## src/nsv_pkg.sv

```systemverilog
// types, codes and helpers for the nmea sentence validator
package nsv_pkg;

    localparam int COUNT_WIDTH = 10;
    localparam int LEN_W       = 10;
    localparam int CFG_IDX_W   = 1;
    localparam int CMP_W       = ((COUNT_WIDTH > LEN_W) ? COUNT_WIDTH : LEN_W) + 1;

    localparam logic [COUNT_WIDTH-1:0] COUNT_SAT = {COUNT_WIDTH{1'b1}};

    // configuration register indexes
    localparam logic [CFG_IDX_W-1:0] REG_STRICT  = 1'd0;
    localparam logic [CFG_IDX_W-1:0] REG_MAX_LEN = 1'd1;

    localparam logic [LEN_W-1:0] MAX_LEN_RESET = 10'd82;

    // phase codes
    localparam logic [2:0] PH_DOLLAR    = 3'd0;
    localparam logic [2:0] PH_BODY      = 3'd1;
    localparam logic [2:0] PH_HIGH      = 3'd2;
    localparam logic [2:0] PH_LOW       = 3'd3;
    localparam logic [2:0] PH_TAIL      = 3'd4;
    localparam logic [2:0] PH_TAIL_DONE = 3'd5;
    localparam logic [2:0] PH_TAIL_BAD  = 3'd6;
    localparam logic [2:0] PH_NOSTAR    = 3'd7;

    // error codes
    localparam logic [2:0] ERR_OK       = 3'd0;
    localparam logic [2:0] ERR_LONG     = 3'd1;
    localparam logic [2:0] ERR_DOLLAR   = 3'd2;
    localparam logic [2:0] ERR_HIGH     = 3'd3;
    localparam logic [2:0] ERR_LOW      = 3'd4;
    localparam logic [2:0] ERR_MISMATCH = 3'd5;
    localparam logic [2:0] ERR_NOSUM    = 3'd6;
    localparam logic [2:0] ERR_ENDING   = 3'd7;

    localparam logic [7:0] CH_DOLLAR = 8'h24;
    localparam logic [7:0] CH_STAR   = 8'h2A;
    localparam logic [7:0] CH_LF     = 8'h0A;
    localparam logic [7:0] CH_CR     = 8'h0D;
    localparam logic [7:0] CH_SPACE  = 8'h20;
    localparam logic [7:0] CH_TILDE  = 8'h7E;
    localparam logic [4:0] HEX_NONE  = 5'd16;

    typedef struct packed {
        logic [2:0]             phase;
        logic [7:0]             run_xor;
        logic [3:0]             high_nib;
        logic [COUNT_WIDTH-1:0] count;
        logic [2:0]             err;
        logic                   cr_seen;
    } t_state;

    localparam t_state STATE_CLEAR = '{
        phase:    PH_DOLLAR,
        run_xor:  8'd0,
        high_nib: 4'd0,
        count:    '0,
        err:      ERR_OK,
        cr_seen:  1'b0
    };

    typedef struct packed {
        logic [7:0] xor_val;
        logic [2:0] err;
        logic       ok;
    } t_verdict;

    // hex digit value, or HEX_NONE when the byte is not a digit
    function automatic logic [4:0] hex_value(input logic [7:0] b);
        logic [4:0] v;
        v = HEX_NONE;
        if (b >= 8'h30 && b <= 8'h39) begin
            v = 5'(b - 8'h30);
        end else if (b >= 8'h41 && b <= 8'h46) begin
            v = 5'(b - 8'h37);
        end else if (b >= 8'h61 && b <= 8'h66) begin
            v = 5'(b - 8'h57);
        end
        return v;
    endfunction

endpackage

```

## src/nmea_sentence_validator.sv

```systemverilog
// nmea sentence validator: byte input register, sentence state and verdict register
// a final byte goes through the byte input register; its verdict is then held in the verdict register
// throughput: one byte per cycle; only a final byte meeting an untaken verdict stalls
// the verdict register decouples the sides so bytes keep flowing while a word waits
// reset (synchronous, active low) clears sentence state, strict mode 1, max length 82
// no clearing pass: the block accepts bytes as soon as reset is released
module nmea_sentence_validator
    import nsv_pkg::*;
(
    input  logic                 i_clk,
    input  logic                 i_rst_n,
    input  logic                 s_axis_tvalid,
    output logic                 s_axis_tready,
    input  logic [7:0]           s_axis_tdata,   // [7:0] char_byte
    input  logic                 s_axis_tlast,   // last_char
    output logic                 m_axis_tvalid,
    input  logic                 m_axis_tready,
    output logic [15:0]          m_axis_tdata,   // [0] sentence_ok, [3:1] error_code,
                                                 // [11:4] computed_xor, [15:12] zero
    input  logic                 i_cfg_valid,
    output logic                 o_cfg_ready,
    input  logic [CFG_IDX_W-1:0] i_cfg_index,
    input  logic [LEN_W-1:0]     i_cfg_data
);

    logic             r_in_valid;
    logic [7:0]       r_in_byte;
    logic             r_in_last;
    t_state           r_state;
    logic             r_strict;
    logic [LEN_W-1:0] r_max_len;

    t_state   n_state;
    t_verdict verdict;
    t_verdict out_verdict;
    logic     out_stall;
    logic     stall;
    logic     proc;
    logic     in_fire;

    assign stall         = r_in_valid && r_in_last && out_stall;
    assign proc          = r_in_valid && !stall;
    assign s_axis_tready = !stall;
    assign in_fire       = s_axis_tvalid && s_axis_tready;
    assign o_cfg_ready   = 1'b1;

    always_ff @(posedge i_clk) begin
        if (!i_rst_n) begin
            r_in_valid <= 1'b0;
        end else if (s_axis_tready) begin
            r_in_valid <= s_axis_tvalid;
        end
    end

    always_ff @(posedge i_clk) begin
        if (in_fire) begin
            r_in_byte <= s_axis_tdata;
            r_in_last <= s_axis_tlast;
        end
    end

    always_ff @(posedge i_clk) begin
        if (!i_rst_n) begin
            r_state <= STATE_CLEAR;
        end else if (proc) begin
            r_state <= n_state;
        end
    end

    always_ff @(posedge i_clk) begin
        if (!i_rst_n) begin
            r_strict  <= 1'b1;
            r_max_len <= MAX_LEN_RESET;
        end else if (i_cfg_valid) begin
            unique case (i_cfg_index)
                REG_STRICT:  r_strict  <= i_cfg_data[0];
                REG_MAX_LEN: r_max_len <= i_cfg_data;
                default:     r_strict  <= r_strict;
            endcase
        end
    end

    nsv_step u_step (
        .i_state   (r_state),
        .i_byte    (r_in_byte),
        .i_last    (r_in_last),
        .i_strict  (r_strict),
        .i_max_len (r_max_len),
        .o_next    (n_state),
        .o_verdict (verdict)
    );

    nsv_out_reg u_out (
        .i_clk     (i_clk),
        .i_rst_n   (i_rst_n),
        .i_load    (proc && r_in_last),
        .i_verdict (verdict),
        .i_ready   (m_axis_tready),
        .o_valid   (m_axis_tvalid),
        .o_verdict (out_verdict),
        .o_stall   (out_stall)
    );

    assign m_axis_tdata = {4'd0, out_verdict};

endmodule

```

## src/nsv_step.sv

```systemverilog
// per-byte state update and sentence verdict
module nsv_step
    import nsv_pkg::*;
(
    input  t_state         i_state,
    input  logic [7:0]     i_byte,
    input  logic           i_last,
    input  logic           i_strict,
    input  logic [LEN_W-1:0] i_max_len,
    output t_state         o_next,
    output t_verdict       o_verdict
);

    t_state     ns;
    logic [4:0] hv;
    logic [2:0] err;
    logic       too_long;

    always_comb begin
        hv = hex_value(i_byte);
        ns = i_state;
        ns.count = (i_state.count == COUNT_SAT) ? i_state.count
                                                : i_state.count + COUNT_WIDTH'(1);

        // once an error is latched only the count moves
        if (i_state.err == ERR_OK) begin
            unique case (i_state.phase)
                PH_DOLLAR: begin
                    if (i_byte == CH_DOLLAR) ns.phase = PH_BODY;
                    else ns.err = ERR_DOLLAR;
                end
                PH_BODY: begin
                    if (i_byte == CH_STAR) ns.phase = PH_HIGH;
                    else if (i_byte >= CH_SPACE && i_byte <= CH_TILDE)
                        ns.run_xor = i_state.run_xor ^ i_byte;
                    else ns.phase = PH_NOSTAR;
                end
                PH_HIGH: begin
                    if (hv[4]) begin
                        ns.err = ERR_HIGH;
                    end else begin
                        ns.high_nib = hv[3:0];
                        ns.phase    = PH_LOW;
                    end
                end
                PH_LOW: begin
                    if (hv[4]) ns.err = ERR_LOW;
                    else if ({i_state.high_nib, hv[3:0]} != i_state.run_xor)
                        ns.err = ERR_MISMATCH;
                    else ns.phase = PH_TAIL;
                end
                PH_TAIL: begin
                    if (i_byte == CH_LF) ns.phase = PH_TAIL_DONE;
                    else if (i_byte == CH_CR && !i_state.cr_seen) ns.cr_seen = 1'b1;
                    else ns.phase = PH_TAIL_BAD;
                end
                PH_TAIL_DONE: ns.phase = PH_TAIL_BAD;
                PH_TAIL_BAD:  ns.phase = PH_TAIL_BAD;
                PH_NOSTAR:    ns.phase = PH_NOSTAR;
                default:      ns.phase = i_state.phase;
            endcase
        end

        too_long = CMP_W'(ns.count) > (CMP_W'(i_max_len) + CMP_W'(3));

        if (too_long) begin
            err = ERR_LONG;
        end else if (ns.err != ERR_OK) begin
            err = ns.err;
        end else begin
            unique case (ns.phase) inside
                PH_BODY, PH_NOSTAR: err = i_strict ? ERR_NOSUM : ERR_OK;
                PH_HIGH:            err = ERR_HIGH;
                PH_LOW:             err = ERR_LOW;
                PH_TAIL:            err = (ns.cr_seen && i_strict) ? ERR_ENDING : ERR_OK;
                PH_TAIL_BAD:        err = i_strict ? ERR_ENDING : ERR_OK;
                default:            err = ERR_OK;
            endcase
        end

        o_verdict.ok      = (err == ERR_OK);
        o_verdict.err     = err;
        o_verdict.xor_val = ns.run_xor;
        o_next = i_last ? STATE_CLEAR : ns;
    end

endmodule

```

## src/nsv_out_reg.sv

```systemverilog
// result register on the master side
module nsv_out_reg
    import nsv_pkg::*;
(
    input  logic     i_clk,
    input  logic     i_rst_n,
    input  logic     i_load,
    input  t_verdict i_verdict,
    input  logic     i_ready,
    output logic     o_valid,
    output t_verdict o_verdict,
    output logic     o_stall
);

    logic     r_valid;
    t_verdict r_verdict;

    always_ff @(posedge i_clk) begin
        if (!i_rst_n) begin
            r_valid <= 1'b0;
        end else if (i_load) begin
            r_valid <= 1'b1;
        end else if (i_ready) begin
            r_valid <= 1'b0;
        end
    end

    always_ff @(posedge i_clk) begin
        if (i_load) begin
            r_verdict <= i_verdict;
        end
    end

    assign o_valid   = r_valid;
    assign o_verdict = r_verdict;
    // a held word that is not taken blocks the next verdict
    assign o_stall   = r_valid && !i_ready;

endmodule

```

## config.mk

```make
export PLATFORM = sky130hd
export DESIGN_NAME = nmea_sentence_validator
export DESIGN_NICKNAME = d
export VERILOG_FILES = /design/src/nsv_pkg.sv /design/src/nmea_sentence_validator.sv /design/src/nsv_step.sv /design/src/nsv_out_reg.sv
export SDC_FILE = /design/constraint.sdc
export NUM_CORES = 1
export LEC_CHECK = 0
export CAP_MARGIN = 0
export CORE_UTILIZATION = 55
export CTS_CLUSTER_DIAMETER = 50
export DETAILED_ROUTE_END_ITERATION = 10
export DONT_BUFFER_PORTS = 1
export PLACE_DENSITY_LB_ADDON = 0.25
export SLEW_MARGIN = 5
export SYNTH_ARGS = -nofsm -noshare
export SYNTH_HDL_FRONTEND = slang
export SYNTH_SLANG_ARGS = --single-unit
```

## constraint.sdc

```tcl
create_clock -name i_clk -period 6.65 [get_ports i_clk]
set_input_delay 0.9975 -clock i_clk [delete_from_list [all_inputs] [get_ports i_clk]]
set_output_delay 0.9975 -clock i_clk [all_outputs]
set_load 0.01 [all_outputs]
```

Word-level counts from Yosys, hierarchy flattened
Index checks and enable logic that the tools add are counted.
{"block": "op_classes", "mux": 37, "n_bitwise": 2, "n_reduce_logical": 27, "n_shift": 0, "n_div": 0, "n_eq_ne": 20, "multipliers": 0, "magnitude_cmp": 9, "n_addsub": 5}
{"cell": "two-way mux 3 bit", "count": 17}
{"cell": "two-way mux 29 bit", "count": 1}
{"cell": "less-or-equal comparator 8 x 7 -> 1 bit, second input constant", "count": 3}
{"cell": "two-way mux 8 bit", "count": 3}
{"cell": "equality test 3 bit, second input constant", "count": 7}
{"cell": "case mux 3 bit (7 select lines)", "count": 1}
{"cell": "equality test 8 x 4 -> 1 bit, second input constant", "count": 2}
{"cell": "equality test 8 x 6 -> 1 bit, second input constant", "count": 2}
{"cell": "greater-or-equal comparator 8 x 6 -> 1 bit, second input constant", "count": 2}
{"cell": "greater-or-equal comparator 8 x 7 -> 1 bit, second input constant", "count": 2}
{"cell": "two-way mux 15 bit", "count": 1}
{"cell": "two-way mux 5 bit", "count": 3}
{"cell": "case mux 3 bit (5 select lines)", "count": 1}
{"cell": "subtractor 5 bit, second input constant", "count": 3}
{"cell": "equality test 3 x 2 -> 1 bit, second input constant", "count": 4}
{"cell": "logical AND 1 bit", "count": 12}
{"cell": "two-way mux 4 bit", "count": 3}
{"cell": "adder 10 x 2 -> 11 bit, second input constant", "count": 1}
{"cell": "greater-than comparator 10 x 11 -> 1 bit", "count": 1}
{"cell": "adder 10 x 1 -> 10 bit, second input constant", "count": 1}
{"cell": "equality test 10 bit, second input constant", "count": 1}
{"cell": "two-way mux 10 bit", "count": 1}
{"cell": "logical NOT 3 bit", "count": 3}
{"cell": "case mux 3 bit (3 select lines)", "count": 1}
{"cell": "13 further kinds", "count": 24}
{"block": "word_totals", "inputBits": 25, "output_inout_bits": 19, "latch_bits": 0, "ramBits": 0, "word_cells": 115, "register_bits": 63, "n_memories": 0, "romBits": 0}

Longest topological paths before layout
Gate-level depths: netlist of run 1.
{"block": "depth", "ltp_word": 16, "depth_mapped": 17, "ltp_nobuf": 16}

Hierarchy
A second synthesis of run 1 with hierarchy kept.
{"block": "unflattened", "cells_unflattened": 462, "hier_area_um2": 4085.2}
{"mod": "nmea_sentence_validator", "area_per_inst_um2": 2003.2, "n_inst": 1, "cells_per_inst": 197, "seq_area_each_um2": 1091.0}
{"mod": "nsv_step", "area_per_inst_um2": 1680.4, "n_inst": 1, "cells_per_inst": 250, "seq_area_each_um2": 0.0}
{"mod": "nsv_out_reg", "area_per_inst_um2": 401.6, "n_inst": 1, "cells_per_inst": 15, "seq_area_each_um2": 380.4}

Worst setup path before layout of run 1
Ideal clock, no wire load.
{"block": "synth_path", "kind": "register to register", "from": "register r_state[6] in the netlist's numbering", "to": "register u_out.r_verdict, in the netlist u_out.o_verdict[0] (data pin)", "path_slack_ns": 3.466, "setup_time_ns": 0.158, "stages_incl_launch_ff": 17, "arrival_ns": 3.026, "synth_period_minus_slack_ns": 3.184, "cell_sequence": "dfxtp_1 and3_1 and3_1 nand3_1 nor2_1 nand2_1 mux2_2 ha_1 nor2b_1 o21a_1 o21a_1 o21a_1 o21a_1 o21bai_1 a21oi_1 a2111o_1 a211oi_2"}
{"item": "from (decl)", "line": "nmea_sentence_validator.sv:29", "text": "t_state r_state;"}
{"item": "from (signal assigned)", "line": "nmea_sentence_validator.sv:66", "text": "r_state <= n_state;"}
{"item": "to (signal assigned)", "line": "nsv_out_reg.sv:30", "text": "r_verdict <= i_verdict;"}
{"item": "to (decl)", "line": "nsv_out_reg.sv:16", "text": "t_verdict r_verdict;"}

==> flow_summary.toml, run 1 <==
[detailed_routing]
drt-wirelength-per-cell_um = 16.2
drc = 0
firstDrtPassIters = 5
viasPerCell = 6.07
routed_wl_um = 8530
vias = 3189
drt_iter0_drc = 231
antenna_left = 0

[cells_and_area]
finalNonFillerCells = 525
area_delta_synth_final_pct = 6.18
final_cell_area_mm2 = 0.00409
multi_input_area_mm2 = 0.00222
regArea_mm2 = 0.00147
drive_above_1_share = 0.0699
fill_cells = 578
antenna_cells = 0
final_core_util = 0.601
nNetsFinal = 466

[setup_path]
start_kind = "flip-flop"
cp_max_fo = 11
arrival_ps = 3930
rr_startpoint = "r_state[6]$_SDFFE_PN0P_"
critical_path_class = "reg -> reg"
crit_path_end_kind = "flip-flop"
required_ps = 6840
r2r-end = "u_out.o_verdict[0]$_DFFE_PP_"
ff2ff_path_depth = 16
regToRegSetupSlack_ps = 2920

[timing]
hold_viol = 0
setup_viol = 0
fin_crit_sh = 0.562
clock_skew_ps = 7.38
worstMarginPinSlew_ps = 1100
min_period_ps = 3730
slew_headroom = 0.262
fmax_mhz = 268
rsz0062_at_grt = "no"
final_max_slew_viol_count = 0
finalSetupTns_ps = 0

[global_route]
antenna_found_initial = 0
grt_usage = 0.245
grt_pass1_wl_um = 14000
grt_overflow = 0
grt_max_degree = 40
grt_pass1_vias = 2924

[clock_network]
cts_sinks = 63
postCtsSetupRepairBufs = 0
cts_tree = "built"
postCtsHoldBufs = 0
clk-insertion-delay-late_ps = 350
numCtsBuffers = 9
clock_path_buffers = 2
clkTransAtPathRegs_ps = 70
htree_levels = 3
cts_resized = 0
cts_root_buf = "clkbuf_8"

[die]
rows = 30
initial_core_util = 0.566
ios = 44
chipHeight_um = 85.6
die_area_mm2 = 0.00733
fp.dieW_um = 85.6
core_mm2 = 0.00679

[yosys]
synth_area_mm2 = 0.00385
yosys_warnings = 0
ys_seq_elements = 63
synth-edff-count = 21
syn_avg_cell_area_um2 = 8.89
synth_top_area_share = 0.219
ys_seq_area_frac = 0.382
synth_flop_cell = "dfxtp_1"
yosysUniqueCellTypes = 68
synth_largest_area_cell = "dfxtp_1"
synth_area_leaders = "dfxtp_1, edfxtp_1, ha_1"
async_flop_share = 0
synthCells = 433

[worst_hold_path]
hold_end = "r_max_len[5]$_SDFFE_PN0P_"
hold_depth = 2
holdCritStartpoint = "r_max_len[5]$_SDFFE_PN0P_"
hp-class = "reg -> reg"

[placement]
hpwlAfterDp_um = 6080
gp_congestion = 0.900
port_buffers = 0
placedCellCount = 509
postPlaceCellArea_mm2 = 0.00387

[power]
p_per_area_mw_per_mm2 = 209
ir_worst_vdd_v = 0.000118
p_leak_uw = 0.00144

[flow_run]
maxCapViolCount = 0

[outcome]
outcome = "finished clean"
[power breakdown]
part	internal, µW	leakage, µW	total (µW)	switching [µW]
registers	408	0.000541	423	15.2
logic	25.4	0.000795	62.3	36.8
clock network	210	0.000104	369	159
[stage by stage]
step                hold WS [ps]  total power (µW)  worst slack (ps)
floorplan                    452               482              3470
CTS                          488               860              2920
global placement             467               490              3100
finish                       489               854              2920
detailed placement           479               493              2960
global route                 530               888              2640
[state kept, by name, indices dropped and copies added, names as in the netlist]
| signal | cells |
|---|---|
| r_in_byte | 8 |
| r_in_last | 1 |
| r_max_len | 10 |
| u_out.o_valid | 1 |
| r_state | 29 |
| r_strict | 1 |
| u_out.o_verdict | 12 |
| r_in_valid | 1 |
[cells by family (layout without fill, tap and decap cells)]
| logic type | after synthesis | after routing | share of synthesized area |
|---|---|---|---|
| AOI/OAI and AO/OA | 107 | 107 | 0.202 |
| xor gates and xnor gates | 26 | 26 | 0.0592 |
| adders and majority gates | 17 | 17 | 0.0553 |
| buffers and inverters | 40 | 33 | 0.0442 |
| DFF | 63 | 63 | 0.382 |
| muxes | 6 | 6 | 0.0159 |
| other | 2 | 5 | 0.00195 |
| and+or+nand+nor | 172 | 172 | 0.239 |
[critical path, stage by stage, from the launching register on]
cell and delay, ps:
dfxtp_1 410, and3_1 230, and3_1 200, nand3_1 130, nor2_1 150, nand2_1 240, mux2_2 360, ha_1 310
nor2b_1 140, o21a_1 160, o21a_1 160, o21a_1 170, o21a_1 170, o21bai_1 110, a21oi_1 140, a2111o_1 340
a211oi_2 150
[Yosys cell counts (2+ instances only)]
cell type	number
nand2_1	46
dfxtp_1	42
nor2_1	27
nor2b_1	25
edfxtp_1	21
a21oi_1	20
clkbuf_1	17
ha_1	17
inv_1	17
xnor2_1	17
a21boi_0	15
a22oi_1	15
o21ai_0	12
nand3_1	10
nand4_1	9
nor3_1	9
xor2_1	9
and3_1	8
or3_1	7
nand2b_1	6
a211oi_1	5
a31oi_1	5
and2_1	5
buf_4	5
mux2i_1	5
nor4_1	5
o21a_1	5
a21o_1	3
o211ai_1	3
and4_1	2
conb_1	2
nor3b_1	2
o2111ai_1	2
[layer usage]
| layer | vias up | share of wire | GRT usage |
|---|---|---|---|
| li1 | 1546 | - | - |
| met5 | - | 0 | 0 |
| met4 | 0 | 0.019 | 0.105 |
| met1 | 1511 | 0.46 | 0.346 |
| met2 | 114 | 0.45 | 0.369 |
| met3 | 18 | 0.066 | 0.0433 |
[worst max path at each step]
stage                     slack [ps]               startpoint                           end  cells past startpoint
final                           2920  r_state[6]$_SDFFE_PN0P_  u_out.o_verdict[0]$_DFFE_PP_                     16
after global routing            2640  r_state[6]$_SDFFE_PN0P_  u_out.o_verdict[0]$_DFFE_PP_                     16
after global placement          3100  r_state[6]$_SDFFE_PN0P_  u_out.o_verdict[0]$_DFFE_PP_                     16
after detailed placement        2960  r_state[6]$_SDFFE_PN0P_  u_out.o_verdict[0]$_DFFE_PP_                     16
after floorplan                 3470  r_state[6]$_SDFFE_PN0P_  u_out.o_verdict[0]$_DFFE_PP_                     16
after CTS                       2920  r_state[6]$_SDFFE_PN0P_  u_out.o_verdict[0]$_DFFE_PP_                     16
[placed cells by master (no fill, tap or decap), types with 9 or more instances in the layout]
| cell | count |
|---|---|
| nand2_1 | 46 |
| dfxtp_1 | 42 |
| nor2_1 | 27 |
| nor2b_1 | 25 |
| edfxtp_1 | 21 |
| a21oi_1 | 20 |
| inv_1 | 17 |
| xnor2_1 | 17 |
| ha_1 | 17 |
| a22oi_1 | 15 |
| a21boi_0 | 15 |
| o21ai_0 | 12 |
| nand3_1 | 10 |
| nor3_1 | 9 |
| nand4_1 | 9 |
| xor2_1 | 9 |
| clkbuf_8 | 9 |
[layout make-up]
class,instances,area share
tap,96,0.0294
sequential,63,0.360
inverter,17,0.0156
multi-input combinational,333,0.543
clock inverter,6,0.0208
clock buffer,10,0.0312
Power figures use the tool's default switching activity.
==> inputs of run 2 (changes only) <==
--- a/config.mk
+++ b/config.mk
@@ -5,6 +5,7 @@
 export SDC_FILE = /design/constraint.sdc
 export NUM_CORES = 1
 export LEC_CHECK = 0
+export ABC_AREA = 1
 export CAP_MARGIN = 0
 export CORE_UTILIZATION = 55
 export CTS_CLUSTER_DIAMETER = 50
==> constraint.sdc (replaced) <==
create_clock -name i_clk -period 3.5 [get_ports i_clk]
set_input_delay 0.525 -clock i_clk [delete_from_list [all_inputs] [get_ports i_clk]]
set_output_delay 0.525 -clock i_clk [all_outputs]
set_load 0.01 [all_outputs]
==> flow_summary.toml, run 2 <==
[cells_and_area]
nNetsFinal = 575
drive_above_1_share = 0.0874
largest_reg_flops = 29
layout_common_cells = "nand2_1, inv_1, nor2_1"
final_cell_area_mm2 = 0.00417
antenna_cells = 0
regMostFlops = "r_state"
area_delta_synth_final_pct = 7.66
layout_commonest_cell = "nand2_1"

[yosys]
synth_area_mm2 = 0.00387
syn_avg_cell_area_um2 = 7.32
synthTopCellsByCount = "nand2_1, inv_1, nor2_1"
synth-edff-count = 21
synth_flop_cell = "dfxtp_1"
synth.most_common_cell = "nand2_1"
ys_seq_area_frac = 0.380
ys_seq_elements = 63
synth_area_leaders = "dfxtp_1, edfxtp_1, nand2_1"
synth_top_area_share = 0.217
yosysUniqueCellTypes = 41
yosys_warnings = 0
synthCells = 529
synth_largest_area_cell = "dfxtp_1"
async_flop_share = 0

[clock_network]
cts_tree = "built"
clk-insertion-delay-late_ps = 350
htree_levels = 3
cts_sinks = 63
numCtsBuffers = 9
cts_root_buf = "clkbuf_8"
clkTransAtPathRegs_ps = 70
clock_path_buffers = 2

[setup_path]
required_ps = 3610
cpPeakStageDelay_ps = 380
start_kind = "flip-flop"
crit_slowest_cell = "dfxtp_2"
path_cells = "ha_4 > nand4_1 > inv_1 > nand3_2 > nor2_4 > mux2i_1 > inv_1 > ha_1 > nand2_1 > o21ai_0 > and2_1 > o21a_1 > o21a_1 > o21a_1 > o21ai_1 > nand3_1 > nand2_2 > nand2_1 > inv_1 > nand2_1 > nand2_1 > nor2_2"
crit_top_cell = "nand2_1"
arrival_ps = 3330
cp_max_fo = 5
critical_path_class = "reg -> reg"
crit_path_end_kind = "flip-flop"

[detailed_routing]
vias = 3432
drt-wirelength-per-cell_um = 13.7
firstDrtPassIters = 5
drc = 0
antenna_left = 0
viasPerCell = 5.41
routed_wl_um = 8660
drt_iter0_drc = 236

[placement]
postPlaceCellArea_mm2 = 0.00395
hpwlAfterDp_um = 6580
port_buffers = 0
gp_congestion = 0.933
dp_slack_ps = 78.8

[die]
die_area_mm2 = 0.00738
ios = 44
fp.dieW_um = 85.9
chipHeight_um = 85.9
rows = 30
initial_core_util = 0.570
core_mm2 = 0.00679

[timing]
clock_skew_ps = 14.7
hold_ws_ps = 262
min_period_ps = 3220
hold_viol = 0
worstMarginPinSlew_ps = 1130
finalSetupTns_ps = 0
setup_viol = 0
fin_crit_sh = 0.919
rsz0062_at_grt = "no"
setup_ws_ps = 285
final_max_slew_viol_count = 0
fmax_mhz = 311
slew_headroom = 0.246

[global_route]
grt_max_degree = 24
grt_pass1_vias = 3179
grt_overflow = 0
grt_usage = 0.248
grt_pass1_wl_um = 14200
antenna_found_initial = 0

[flow_run]
maxCapViolCount = 0

[worst_hold_path]
hp-class = "in -> reg"

[outcome]
outcome = "finished clean"

[power]
p_per_area_mw_per_mm2 = 356
p_leak_uw = 0.00175
ir_worst_vdd_v = 0.000278
total_power_uw = 1480
-- run 2: repair_timing --
action | 4_1_cts | 5_1_grt
setup buffers | 0 | 2
hold buffers | 0 | 0
setup endpoints to repair | 0 | 4
resized for setup | 0 | 15
-- run 2: critical path: cells and delay by family, from the launching register on --
family | cells | cell delay, ps
adders and majority gates | 2 | 440
and+or+nand+nor | 11 | 1060
muxes | 1 | 180
buffers and inverters | 3 | 250
AOI/OAI and AO/OA | 5 | 670
DFF | 1 | 380
-- run 2: area by class of cell --
class / instances / area [µm²]
multi-input combinational: 391 / 2140
clock buffer: 11 / 131
timing repair buffer: 5 / 37.5
inverter: 63 / 236
clock inverter: 5 / 25.0
sequential: 63 / 1480
fill: 637 / 2630
tap: 96 / 120
-- run 2: logic make-up (layout without fill, tap and decap cells) --
family,after synthesis,count (layout),synth area share
buf+inv,78,84,0.0808
simple gates,266,266,0.308
flops,63,63,0.380
fa+ha+maj,17,17,0.0550
mux,1,1,0.00259
xor+xnor,25,25,0.0566
compound gates,77,77,0.114
other cells,2,5,0.00194
-- run 2: layer usage --
layer | up-vias | part of all wire | GRT usage
li1 | 1739 | - | -
met1 | 1575 | 0.45 | 0.319
met2 | 102 | 0.48 | 0.410
met3 | 16 | 0.053 | 0.0433
met4 | 0 | 0.020 | 0.108
met5 | - | 0 | 0
-- run 2: where the power goes --
group          total [µW]  leakage [µW]  switching [µW]  internal [µW]
Sequential            802      0.000544            23.7            778
Combinational         147       0.00113            98.4           48.9
Clock                 532     0.0000782             282            250
Total                1480       0.00175             404           1080
-- run 2: per-stage QoR --
step                instances  utilization
floorplan                 532            -
global placement          616        0.581
detailed placement        616        0.581
CTS                       632        0.604
global route              634        0.613
finish                    634        0.613
-- run 2: worst paths after layout --
kind,startpoint,end,slack (ps),cells past startpoint
worst min-delay path,i_rst_n,r_max_len[6]$_SDFFE_PN1P_,260,1
worst max-delay path,r_state[5]$_SDFFE_PN0P_,u_out.o_verdict[0]$_DFFE_PP_,280,22
worst min register to register,r_state[25]$_SDFFE_PN0P_,r_state[25]$_SDFFE_PN0P_,480,2
worst max register to register,r_state[5]$_SDFFE_PN0P_,u_out.o_verdict[0]$_DFFE_PP_,280,22
==> inputs of run 3 (changes only) <==
--- a/config.mk
+++ b/config.mk
@@ -7,7 +7,8 @@
 export LEC_CHECK = 0
 export ABC_AREA = 1
 export CAP_MARGIN = 0
-export CORE_UTILIZATION = 55
+export CORE_ASPECT_RATIO = 0.9
+export CORE_UTILIZATION = 60
 export CTS_CLUSTER_DIAMETER = 50
 export DETAILED_ROUTE_END_ITERATION = 10
 export DONT_BUFFER_PORTS = 1
==> flow_summary.toml, run 3 (synthesis gave the netlist of run 2 again) <==
[cells_and_area]
drive_above_1_share = 0.0929
area_delta_synth_final_pct = 8.92
layout_common_cells = "nand2_1, inv_1, nor2_1"
layout_commonest_cell = "nand2_1"
final_core_util = 0.682
largest_reg_flops = 29
antenna_cells = 0
regMostFlops = "r_state"
nNetsFinal = 575

[detailed_routing]
routed_wl_um = 9040
m1WireLength_um = 4280
drt_iter0_drc = 253
vias = 3505
firstDrtPassIters = 5
drt-wirelength-per-cell_um = 14.5
antenna_left = 0
viasPerCell = 5.61
drc = 0
top_layer_used = "met4"
wl_met3_um = 626
dr_wl_met2_um = 4000

[clock_network]
htree_levels = 3
clock_path_buffers = 2
cts_sinks = 63
clk-insertion-delay-late_ps = 350
clkTransAtPathRegs_ps = 80
postCtsHoldBufs = 0
cts_tree = "built"
cts_root_buf = "clkbuf_8"
numCtsBuffers = 9

[global_route]
grt_usage = 0.286
grt_pass1_vias = 3220
grt_max_degree = 24
grt_pass1_wl_um = 14900
grt_overflow = 0
antenna_found_initial = 0

[die]
chipHeight_um = 78.2
die_area_mm2 = 0.00678
ios = 44
rows = 27
core_mm2 = 0.00618
initial_core_util = 0.626
fp.dieW_um = 86.7

[timing]
worstMarginPinSlew_ps = 761
final_max_slew_viol_count = 0
hold_viol = 0
min_period_ps = 3250
fin_crit_sh = 0.930
slew_headroom = 0.491
setup_viol = 0
hold_ws_ps = 260
clock_skew_ps = 11.0
fmax_mhz = 307

[placement]
gp_congestion = 0.895
port_buffers = 0
hpwlAfterDp_um = 6690

[setup_path]
required_ps = 3610
rr_startpoint = "r_state[4]$_SDFFE_PN0P_"
crit_path_end_kind = "flip-flop"
cpPeakStageDelay_ps = 390
path_cells = "ha_4 > nand4_1 > inv_2 > nand3_2 > nor2_4 > mux2i_1 > inv_1 > ha_1 > nand2_1 > o21ai_0 > and2_1 > o21a_1 > o21a_1 > o21a_1 > o21ai_0 > nand3_1 > nand2_2 > o21a_1 > nand2_1 > inv_2 > nor2_2"
critical_path_class = "reg -> reg"
start_kind = "flip-flop"
ff2ff_path_depth = 21
crit_slowest_cell = "dfxtp_4"
crit_path_start = "r_state[4]$_SDFFE_PN0P_"
arrival_ps = 3370
crit_top_cell = "o21a_1"
cp_max_fo = 7

[power]
ir_worst_vdd_v = 0.000339
p_per_area_mw_per_mm2 = 393
p_leak_uw = 0.00178

[flow_run]
maxCapViolCount = 0

[worst_hold_path]
hold_depth = 0
holdCritStartpoint = "s_axis_tdata[3]"
hp-class = "in -> reg"

[outcome]
outcome = "finished clean"
-- run 3: cell types whose count changed in the layout (fill, tap and decap cells not counted), moves of 2 or more --
cell / delta
bufinv_16: +2
clkbuf_1: -2
clkinv_1: -2
clkinv_4: +2
dfxtp_4: +2
-- run 3: per-layer routing --
metal | track usage | vias up
met5 | 0 | -
met4 | 0.0783 | 0
met3 | 0.0789 | 15
met2 | 0.429 | 125
met1 | 0.405 | 1627
li1 | - | 1738
-- run 3: final timing paths --
path / to / slack (ps)
hold reg to reg: r_state[25]$_SDFFE_PN0P_ / 490
hold / removal: r_in_byte[3]$_DFFE_PP_ / 260
setup / recovery: u_out.o_verdict[0]$_DFFE_PP_ / 250
setup reg to reg: u_out.o_verdict[0]$_DFFE_PP_ / 250
-- run 3: what timing repair did --
item | CTS | global route
resized for setup | 0 | 15
endpoints found under the setup margin | 0 | 4
buffers inserted | 0 | 1
-- run 3: through the flow --
step	power, µW	std cells	area [µm²]	setup TNS [ps]	worst slack, ps
2_1_floorplan	931	532	3880	0	454
3_3_place_gp	957	608	3940	0	257
3_5_place_dp	962	608	3940	0	99.9
4_1_cts	1660	624	4160	0	48.8
5_1_grt	1710	625	4220	-16.0	-16.0
6_report	1660	625	4220	0	246
-- run 3: final cells by class --
| class | count | area, µm² |
|---|---|---|
| Timing Repair Buffer | 5 | 37.5 |
| Clock buffer | 9 | 124 |
| Multi-Input combinational cell | 391 | 2130 |
| Tap cell | 87 | 109 |
| Fill cell | 557 | 1970 |
| Clock inverter | 7 | 96.3 |
| Sequential cell | 63 | 1480 |
| Inverter | 63 | 236 |
-- run 3: power by group --
group	internal [µW]	switching [µW]
clock network	403	303
logic	48.8	99.8
registers	776	24.2
-- run 3: worst max-delay path: cells and delay by family, from the launching register on --
family / cells / cell delay (ps)
and+or+nand+nor: 9 / 870
AOI/OAI and AO/OA: 6 / 820
adders and majority gates: 2 / 440
DFF: 1 / 390
buffers and inverters: 3 / 250
muxes: 1 / 240
